### src/hdl/assert_macros.svh
// Assertion helpers shared by the design files.
`ifndef ASSERT_MACROS_SVH
`define ASSERT_MACROS_SVH

// The consequent must hold in the same cycle as the antecedent.
`define ASSERT_IMPL(label, clk, rst, ante, cons) \
   label: assert property (@(posedge clk) disable iff (rst) (ante) |-> (cons)) \
      else $error("assertion failed: same-cycle implication");

// The consequent must hold in the cycle after the antecedent.
`define ASSERT_NEXT(label, clk, rst, ante, cons) \
   label: assert property (@(posedge clk) disable iff (rst) (ante) |=> (cons)) \
      else $error("assertion failed: next-cycle implication");

`endif

### src/hdl/gdsu_pkg.sv
package gdsu_pkg;

   localparam int DAY_W   = 5;
   localparam int MONTH_W = 4;
   localparam int YEAR_W  = 14;
   localparam int ORD_W   = 9;

   // floor(y * 5243 / 2^19) equals floor(y / 100) for every 14-bit year.
   localparam int RECIP_W     = 13;
   localparam int RECIP_SHIFT = 19;
   localparam int PROD_W      = YEAR_W + RECIP_W;
   localparam int QUOT_W      = PROD_W - RECIP_SHIFT;
   localparam logic [RECIP_W-1:0] RECIP_100 = 13'd5243;

   localparam logic [MONTH_W-1:0] MONTH_JAN = 4'd1;
   localparam logic [MONTH_W-1:0] MONTH_FEB = 4'd2;
   localparam logic [MONTH_W-1:0] MONTH_DEC = 4'd12;
   localparam logic [DAY_W-1:0]   DAY_FIRST = 5'd1;
   localparam logic [DAY_W-1:0]   DAY_LAST_DEC = 5'd31;

   typedef struct packed {
      logic [DAY_W-1:0]   day_in;
      logic [MONTH_W-1:0] month_in;
      logic [YEAR_W-1:0]  year_in;
   } req_type;

   typedef struct packed {
      logic               date_valid;
      logic [DAY_W-1:0]   succ_day;
      logic [MONTH_W-1:0] succ_month;
      logic [YEAR_W-1:0]  succ_year;
      logic [DAY_W-1:0]   pred_day;
      logic [MONTH_W-1:0] pred_month;
      logic [YEAR_W-1:0]  pred_year;
      logic [ORD_W-1:0]   ordinal_day;
   } rsp_type;

   // Stage one to stage two: the date and its year divided by 100.
   typedef struct packed {
      logic              vld;
      req_type           req;
      logic [QUOT_W-1:0] quot;
   } s1_type;

   // Stage two to stage three: the date and its calendar checks.
   typedef struct packed {
      logic             vld;
      req_type          req;
      logic             ok;
      logic             leap;
      logic [DAY_W-1:0] mlen;
   } s2_type;

   // Length of a month; zero for codes that name no month.
   function automatic logic [DAY_W-1:0] month_length(input logic [MONTH_W-1:0] m,
                                                     input logic lp);
      logic [DAY_W-1:0] len;
      unique case (m)
         4'd1, 4'd3, 4'd5, 4'd7, 4'd8, 4'd10, 4'd12: len = 5'd31;
         4'd4, 4'd6, 4'd9, 4'd11:                    len = 5'd30;
         4'd2:    len = lp ? 5'd29 : 5'd28;
         default: len = '0;
      endcase
      return len;
   endfunction

   // Days in the months before month m of a common year.
   function automatic logic [ORD_W-1:0] days_before(input logic [MONTH_W-1:0] m);
      logic [ORD_W-1:0] n;
      unique case (m)
         4'd1:    n = 9'd0;
         4'd2:    n = 9'd31;
         4'd3:    n = 9'd59;
         4'd4:    n = 9'd90;
         4'd5:    n = 9'd120;
         4'd6:    n = 9'd151;
         4'd7:    n = 9'd181;
         4'd8:    n = 9'd212;
         4'd9:    n = 9'd243;
         4'd10:   n = 9'd273;
         4'd11:   n = 9'd304;
         4'd12:   n = 9'd334;
         default: n = '0;
      endcase
      return n;
   endfunction

endpackage

### src/hdl/gdsu_div_stage.sv
module gdsu_div_stage
   import gdsu_pkg::*;
(
   input  logic    clock,
   input  logic    reset,
   input  logic    in_vld,
   input  req_type in_req,
   output s1_type  out_s1
);

   logic [PROD_W-1:0] prod_in;
   logic              vld_ff;
   req_type           req_ff;
   logic [QUOT_W-1:0] quot_ff;

   // Reciprocal multiply stands in for the division by 100.
   assign prod_in = PROD_W'(in_req.year_in) * PROD_W'(RECIP_100);

   always_ff @(posedge clock) begin
      if (reset) begin
         vld_ff <= 1'b0;
      end else begin
         vld_ff <= in_vld;
      end
   end

   always_ff @(posedge clock) begin
      req_ff  <= in_req;
      quot_ff <= prod_in[PROD_W-1:RECIP_SHIFT];
   end

   assign out_s1 = '{vld: vld_ff, req: req_ff, quot: quot_ff};

endmodule

### src/hdl/gdsu_check_stage.sv
module gdsu_check_stage
   import gdsu_pkg::*;
(
   input  logic   clock,
   input  logic   reset,
   input  s1_type in_s1,
   output s2_type out_s2
);

   logic [YEAR_W-1:0] hundreds;
   logic [YEAR_W-1:0] rem100;
   logic              div4;
   logic              div100;
   logic              div400;
   logic              leap_in;
   logic [DAY_W-1:0]  mlen_in;
   logic              month_ok;
   logic              ok_in;
   logic              vld_ff;
   req_type           req_ff;
   logic              ok_ff;
   logic              leap_ff;
   logic [DAY_W-1:0]  mlen_ff;

   assign hundreds = (YEAR_W'(in_s1.quot) << 6) + (YEAR_W'(in_s1.quot) << 5)
                   + (YEAR_W'(in_s1.quot) << 2);
   assign rem100   = in_s1.req.year_in - hundreds;
   assign div4     = (in_s1.req.year_in[1:0] == 2'b00);
   assign div100   = (rem100 == '0);
   // A multiple of 100 is a multiple of 400 when its hundreds count is a multiple of 4.
   assign div400   = div100 && (in_s1.quot[1:0] == 2'b00);
   assign leap_in  = (div4 && !div100) || div400;
   assign mlen_in  = month_length(in_s1.req.month_in, leap_in);
   assign month_ok = (in_s1.req.month_in >= MONTH_JAN) && (in_s1.req.month_in <= MONTH_DEC);
   assign ok_in    = month_ok && (in_s1.req.day_in >= DAY_FIRST)
                   && (in_s1.req.day_in <= mlen_in);

   always_ff @(posedge clock) begin
      if (reset) begin
         vld_ff <= 1'b0;
      end else begin
         vld_ff <= in_s1.vld;
      end
   end

   always_ff @(posedge clock) begin
      req_ff  <= in_s1.req;
      ok_ff   <= ok_in;
      leap_ff <= leap_in;
      mlen_ff <= mlen_in;
   end

   assign out_s2 = '{vld: vld_ff, req: req_ff, ok: ok_ff, leap: leap_ff, mlen: mlen_ff};

endmodule

### src/hdl/gdsu_step_stage.sv
module gdsu_step_stage
   import gdsu_pkg::*;
(
   input  logic    clock,
   input  logic    reset,
   input  s2_type  in_s2,
   output logic    out_strobe,
   output rsp_type out_rsp
);

   logic [DAY_W-1:0]   d;
   logic [MONTH_W-1:0] m;
   logic [YEAR_W-1:0]  y;
   logic               last_day;
   logic               first_day;
   rsp_type            rsp_in;
   logic               strobe_ff;
   rsp_type            rsp_ff;

   assign d         = in_s2.req.day_in;
   assign m         = in_s2.req.month_in;
   assign y         = in_s2.req.year_in;
   assign last_day  = (d == in_s2.mlen);
   assign first_day = (d == DAY_FIRST);

   always_comb begin
      rsp_in = '0;
      if (in_s2.ok) begin
         rsp_in.date_valid = 1'b1;

         if (!last_day) begin
            rsp_in.succ_day   = d + DAY_W'(1);
            rsp_in.succ_month = m;
            rsp_in.succ_year  = y;
         end else if (m == MONTH_DEC) begin
            rsp_in.succ_day   = DAY_FIRST;
            rsp_in.succ_month = MONTH_JAN;
            rsp_in.succ_year  = y + YEAR_W'(1);
         end else begin
            rsp_in.succ_day   = DAY_FIRST;
            rsp_in.succ_month = m + MONTH_W'(1);
            rsp_in.succ_year  = y;
         end

         if (!first_day) begin
            rsp_in.pred_day   = d - DAY_W'(1);
            rsp_in.pred_month = m;
            rsp_in.pred_year  = y;
         end else if (m == MONTH_JAN) begin
            rsp_in.pred_day   = DAY_LAST_DEC;
            rsp_in.pred_month = MONTH_DEC;
            rsp_in.pred_year  = y - YEAR_W'(1);
         end else begin
            rsp_in.pred_day   = month_length(m - MONTH_W'(1), in_s2.leap);
            rsp_in.pred_month = m - MONTH_W'(1);
            rsp_in.pred_year  = y;
         end

         rsp_in.ordinal_day = days_before(m) + ORD_W'(d)
                            + ORD_W'(in_s2.leap && (m > MONTH_FEB));
      end
   end

   always_ff @(posedge clock) begin
      if (reset) begin
         strobe_ff <= 1'b0;
      end else begin
         strobe_ff <= in_s2.vld;
      end
   end

   always_ff @(posedge clock) begin
      rsp_ff <= rsp_in;
   end

   assign out_strobe = strobe_ff;
   assign out_rsp    = rsp_ff;

endmodule

### src/hdl/gregorian_date_step_unit_top.sv
// Pipeline: a transaction accepted at a clock edge passes three register stages (divide,
// check, step) before its result shows on rsp_data with rsp_strobe high.
// Throughput: one transaction per cycle; busy is always low, so start may stay high.
// Reset: synchronous, active high; it clears the stage valid bits, so no strobe
// follows reset until new transactions arrive. The receiver cannot stall the unit.
`include "assert_macros.svh"

module gregorian_date_step_unit_top
   import gdsu_pkg::*;
(
   input  logic    clock,
   input  logic    reset,
   input  logic    start,
   output logic    busy,
   input  req_type req_data,
   output logic    rsp_strobe,
   output rsp_type rsp_data
);

   // The pipeline has no back pressure and no shared unit, so the unit takes
   // a new transaction in every cycle and never reports itself busy.
   s1_type s1;
   s2_type s2;

   assign busy = 1'b0;

   // Stage one multiplies the year by a reciprocal to get the year divided by 100.
   gdsu_div_stage u_div (
      .clock  (clock),
      .reset  (reset),
      .in_vld (start),
      .in_req (req_data),
      .out_s1 (s1)
   );

   // Stage two settles the leap year, the month length and whether the date exists.
   gdsu_check_stage u_check (
      .clock  (clock),
      .reset  (reset),
      .in_s1  (s1),
      .out_s2 (s2)
   );

   // Stage three forms the following and preceding dates and the day of the year,
   // and its output register drives the result port directly.
   gdsu_step_stage u_step (
      .clock      (clock),
      .reset      (reset),
      .in_s2      (s2),
      .out_strobe (rsp_strobe),
      .out_rsp    (rsp_data)
   );

   // A valid bit in the middle of the pipeline moves on to the output in the next cycle.
   `ASSERT_NEXT(a_s2_to_strobe, clock, reset, s2.vld, rsp_strobe)
   // An invalid date carries no other result bits.
   `ASSERT_IMPL(a_invalid_zero, clock, reset, rsp_strobe && !rsp_data.date_valid, rsp_data == '0)
   // A valid date always has a nonzero day number and following day.
   `ASSERT_IMPL(a_valid_nonzero, clock, reset, rsp_strobe && rsp_data.date_valid, rsp_data.ordinal_day != '0 && rsp_data.succ_day != '0)

endmodule

### config.mk
export PLATFORM = sky130hd
export DESIGN_NAME = gregorian_date_step_unit_top
export DESIGN_NICKNAME = d
export VERILOG_FILES = /design/src/hdl/gdsu_pkg.sv /design/src/hdl/gdsu_div_stage.sv /design/src/hdl/gdsu_check_stage.sv /design/src/hdl/gdsu_step_stage.sv /design/src/hdl/gregorian_date_step_unit_top.sv
export VERILOG_INCLUDE_DIRS = /design/src /design/src/hdl
export SDC_FILE = /design/constraint.sdc
export NUM_CORES = 1
export LEC_CHECK = 0
export BUFFER_PORTS_ARGS = -buffer_cell sky130_fd_sc_hd__buf_2
export CAP_MARGIN = 20
export CORE_AREA = 2 2 144 146
export CTS_CLUSTER_SIZE = 12
export DETAILED_ROUTE_END_ITERATION = 7
export DIE_AREA = 0 0 146 148
export PLACE_DENSITY = 0.75
export SLEW_MARGIN = 10
export SYNTH_ARGS = -nofsm -noshare
export SYNTH_HDL_FRONTEND = slang
export SYNTH_SLANG_ARGS = --single-unit
### constraint.sdc
create_clock -name clock -period 4.3 [get_ports clock]
set_clock_uncertainty 0.15 [all_clocks]
set_input_delay 0.645 -clock clock [delete_from_list [all_inputs] [get_ports clock]]
set_output_delay 0.645 -clock clock [all_outputs]
set_load 0.005 [all_outputs]
# Word level (Yosys, flattened, before mapping)
# Memories as Yosys holds them, arrays and structs flattened. A register that Yosys moved wholly into a read port is not among the register bits.
# Index checks and enable logic that the tools add are counted.
# op_classes
add_sub_neg,11
mul,1
n_div,0
n_lt_le_gt_ge,5
n_eq_ne,28
n_shift,0
mux,10
bitwise_logic,0
n_reduce_logical,15
# ops
operator,n
two-way mux 23 bit,3
two-way mux 56 bit,1
== test 4 bit (second input constant),11
== test 4 x 3 -> 1 bit (second input constant),8
one-hot mux 5 bit (3 select lines),2
multiplier 14 x 13 -> 27 bit (second input constant),1
two-way mux 18 bit,1
== test 4 x 2 -> 1 bit (second input constant),4
adder 14 x 1 -> 14 bit (second input constant),1
adder 14 x 10 -> 14 bit,1
adder 14 x 13 -> 14 bit,1
zero test 14 bit,1
OR reduction 7 bit,2
subtractor 14 x 1 -> 14 bit (second input constant),1
subtractor 14 bit,1
== test 4 x 1 -> 1 bit (second input constant),3
adder 9 x 1 -> 9 bit,1
adder 9 x 5 -> 9 bit,1
two-way mux 9 bit,1
OR reduction 4 bit,2
logical AND 1 bit,6
adder 5 x 1 -> 5 bit (second input constant),1
== test 5 x 1 -> 1 bit (second input constant),1
== test 5 bit,1
12 further kinds,14
# word_totals
register_bits,120
latch_bits,0
ram_bits,0
mem_bits_ro,144
input_bits,26
out_inout_bits,58
word_cells,92
mem_count,1
# mem_list
name,depth,width,read_ports,rd_ports_with_merged_regs,write_ports,line,source
(name not given),16,9,1,1,0,gdsu_pkg.sv:70,unique case (m)

# Longest topological paths before layout
# depth
word_depth,11
mapped_depth,19
mapped_depth_nobuf,19

# Cells and area by module
# From an unflattened synthesis, not the netlist that was laid out.
# hier_totals
hier_cells,917
hier_area_um2,8892.3
# modules_own_cells
mod,instances,cells_per_inst,area_per_inst_um2,seq_area_each_um2
gdsu_div_stage,1,394,4141.5,640.6
gdsu_step_stage,1,351,3011.6,1141.1
gdsu_check_stage,1,170,1727.9,580.6
gregorian_date_step_unit_top,1,2,11.3,0.0

# Worst setup path before layout
# OpenSTA, ideal clock, no wires.
# synth_timing
path_type,input-to-reg
from,input req_data[9] (netlist name)
to,register u_div.quot_ff[4]
setup_ns,0.106
arrival_time_ns,4.367
required_ns,4.044
path_slack_ns,-0.323
cell_stages,11
path_buffers,0
cell_sequence,fa_1 -> ha_1 -> fa_1 -> fa_1 -> fa_1 -> ha_1 -> a2111oi_0 -> o221ai_1 -> a21oi_1 -> o21ai_0 -> o311ai_0
# synth_between
elab_chain_len,1
# synth_rtl
element,line,source
start: declaration,gregorian_date_step_unit_top.sv:15,"input req_type req_data,"
multiplier 14 x 13 -> 27 bit,gdsu_div_stage.sv:17,assign prod_in = PROD_W'(in_req.year_in) * PROD_W'(RECIP_100);
via u_div.prod_in[23],gdsu_div_stage.sv:11,logic [PROD_W-1:0] prod_in;
end signal: assignment,gdsu_div_stage.sv:29,quot_ff <= prod_in[PROD_W-1:RECIP_SHIFT];
end: declaration,gdsu_div_stage.sv:14,logic [QUOT_W-1:0] quot_ff;
# The timed path passes the listed nets, and every way through them passes these cells.
# A chain may end at the register's enable or synchronous reset.

# Final worst setup path
# layout_timing
from,input req_data[6] (netlist name)
to,register u_div.quot_ff[6]
# Same word-level chain as after synthesis.

==> results by group <==
Place
  – DP Cell Count: 1276
  – Final GP Congestion: 0.863
  – I/O Buffers: 82
  – Post-DP HPWL: 14400 um

Min path
  – WHS Path Cells: 1
  – Min-delay worst type: in2reg

Outcome
  – Status: finished clean

Floorplan
  – DIE WIDTH: 146 um
  – Ports: 84
  – Core area: 20000 um2
  – Initial Utilization: 0.440
  – Rows: 52
  – Die Y: 148 um
  – DIE AREA: 21600 um2

Finish
  – Area grow syn2layout: 23.1%
  – Filler Cell Count: 1754
  – Ant diodes: 0
  – Share of cells above drive strength 1: 0.223
  – Fin nets: 1272
  – Non-filler cells, final: 1309

Detailed routing
  – Vias: 6396
  – Iter 0 DRT Violations: 229
  – Final WL: 18300 um
  – Remaining antenna violation count: 0
  – Vias per inst: 4.89
  – DRC Markers: 0
  – First drt pass iteration count: 5
  – Wirelength per Cell: 14.0 um

STA
  – Actual slew at the worst max-slew pin: 0.650 ns
  – Slew Viols, Final: 0
  – Endpoints failing hold: 0
  – Tmin final: 4.29 ns
  – RSZ-0062 raised after global routing: true
  – Endpoints failing setup: 0
  – Final hold slack: 0.171 ns
  – Part of the cycle the worst path needs: 0.997
  – Worst rel slew slack: 0.565
  – Max Clk Rate: 233 MHz

Global route
  – Largest net degree at the start of global routing: 43
  – Initial antenna violation count: 0
  – GRT Resource Usage Total: 0.176
  – Vias in the first global route: 6392
  – First-pass GRT wire length: 30700 um
  – Grt total ovfl: 0

Worst setup path
  – Worst Path Arrival: 4.44 ns
  – Startpoint Class: primary input
  – Worst Reg2Reg Path Length in Cells: 17
  – Slowest CP cell: fa_1
  – WP data required: 4.45 ns
  – Top cell by count, worst path: fa_1
  – Critical path capture point type: flip-flop
  – CP peak stage delay: 0.56 ns
  – Worst-path maximum fanout: 6
  – Crit Path Class: in2reg
  – Crit path cell chain: buf_4 -> fa_1 -> ha_1 -> inv_1 -> fa_1 -> inv_1 -> fa_1 -> fa_1 -> ha_1 -> o21a_1 -> o21a_1 -> o211ai_1 -> buf_4 -> nor3_4 -> o31ai_2 -> xnor2_1

Clock network
  – CTS tree: yes
  – # hold bufs at CTS: 0
  – Clock Latency Late Sink: 0.42 ns
  – Root Buffer Master: clkbuf_16
  – Clk buf depth: 2
  – Clock sink count: 127
  – Clk slew on worst S/H paths: 0.06 ns
  – CTS buffer count: 17
  – CTS H-tree lvls: 4

Pwr
  – Power share of the clock group: 0.194
  – PwrDens: 685 nW/um2
  – Pwr Total: 7440 uW
  – Sw Pwr: 3030 uW
  – Internal Dissipation: 4420 uW
  – Combinational power share: 0.611
  – Peak VDD IR: 0.397 mV
  – Sw frac: 0.407
  – LEAKAGE: 0.00526 uW
  – Sequential share of power: 0.195

Yosys
  – Syn Inst Count: 893
  – Synth unique cells: 67
  – Mapped Area: 8830 um2
  – Ys flop type: dfxtp_1
  – FF+latch count, synth: 127
  – Yosys warning count: 0
  – Syn Area/Cell: 9.88 um2
  – FFs w/ async S/R, synth: 0
  – Seq/Total Area, Yosys: 0.288
  – Synth Net Count: 1138
  – Post-synth EDFFs: 0

Job
  – Max cap viols: 0
-- routing by layer --
metal | track usage | routed length, um
met1 | 0.231 | 8470
met2 | 0.295 | 8870
met3 | 0.0250 | 599
met4 | 0.0699 | 410
met5 | 0 | 0
-- what timing repair did --
action,CTS,global route
setup buffers,0,2
pin swaps,3,17
gates resized for setup,4,45
endpoints found under the setup margin,8,9
-- logic make-up after synthesis --
group,synth area share
other,0.000425
AO/OA/AOI/OAI,0.0863
flip-flops,0.288
XOR/XNOR,0.0456
multiplexers,0.00964
buffers and inverters,0.0848
adder cells (fa/ha/maj),0.375
AND/OR/NAND/NOR,0.110
-- synth_stat cells, types with 4 or more instances --
master,count,area share
fa_1,76,0.17
a31oi_1,5,0.0035
xnor2_1,26,0.026
mux2i_1,4,0.0045
nand2b_1,4,0.0028
buf_2,6,0.0034
o21a_1,5,0.0043
and3_1,8,0.0057
or3_1,4,0.0028
and2_1,4,0.0028
xor2_1,20,0.020
nor3_1,14,0.0079
a211oi_1,9,0.0077
o21ai_0,23,0.013
ha_1,143,0.20
o22ai_1,7,0.0050
clkbuf_1,11,0.0047
nor2b_1,10,0.0071
nand3_1,15,0.0085
nand4_1,8,0.0057
inv_1,168,0.071
a21oi_1,38,0.022
dfxtp_1,127,0.29
nor2_1,58,0.025
nand2_1,32,0.014
-- final timing paths --
path                                                from                          to  slack [ns]
worst max-delay path                         req_data[6]    u_div.quot_ff[6]$_DFF_P_        0.01
worst min-delay path                        req_data[20]    u_div.out_s1[28]$_DFF_P_        0.17
worst max register to register  u_div.quot_ff[2]$_DFF_P_       u_check.ok_ff$_DFF_P_        0.17
worst min register to register  u_div.out_s1[12]$_DFF_P_  u_check.out_s2[11]$_DFF_P_        0.20
-- power groups by stage --
stage	logic (uW)	registers [uW]	clock network, uW
2_1_floorplan	2920	1420	0
3_3_place_gp	3790	1470	0
3_5_place_dp	3950	1470	0
4_1_cts	4020	1440	1470
5_1_grt	5060	1460	1530
6_report	4550	1450	1450
-- stage by stage --
step | area [um2] | setup TNS (ns) | util | setup slack (ns)
finish | 10900 | 0 | 0.542 | 0.0147
global route | 10900 | -0.776 | 0.542 | -0.126
CTS | 10700 | -0.0959 | 0.532 | -0.0245
detailed placement | 10000 | -3.69 | 0.501 | -0.507
global placement | 10000 | -2.96 | 0.501 | -0.385
floorplan | 8990 | -0.169 | - | -0.0503
-- sequential cells by signal (all words and copies together) (netlist names), named ones only --
signal / count
u_div.quot_ff: 8
u_check.mlen_ff: 3
u_check.vld_ff: 1
u_check.leap_ff: 1
u_div.out_s1: 23
u_step.out_strobe: 1
u_div.vld_ff: 1
u_check.ok_ff: 1
u_check.out_s2: 23
u_step.out_rsp: 56
-- worst max-delay path: cells and delay by family --
family          cells  cell delay [ns]
buf+inv             4             0.44
compound gates      4             0.72
xor+xnor            1             0.11
simple gates        1             0.05
fa+ha+maj           6             2.48
-- final cells by class --
type,instances,area [um2],share of cell area
multi-input cells,574,5870,0.540
flip-flops and latches,127,2550,0.234
repair buffers,138,876,0.0806
inverters,169,634,0.0584
clock buffers,18,439,0.0404
well taps,270,338,0.0311
clock inverters,13,165,0.0152
-- layout by cell type (no fill, tap or decap), types with 14 or more instances in the layout --
| cell type | count |
|---|---|
| a21oi_1 | 33 |
| buf_2 | 74 |
| buf_4 | 61 |
| clkbuf_16 | 17 |
| dfxtp_1 | 124 |
| fa_1 | 72 |
| ha_1 | 128 |
| inv_1 | 163 |
| nand2_1 | 32 |
| nand3_1 | 14 |
| nor2_1 | 58 |
| o21ai_0 | 19 |
| xnor2_1 | 26 |
| xor2_1 | 20 |
(Power assumes the default switching activity.)
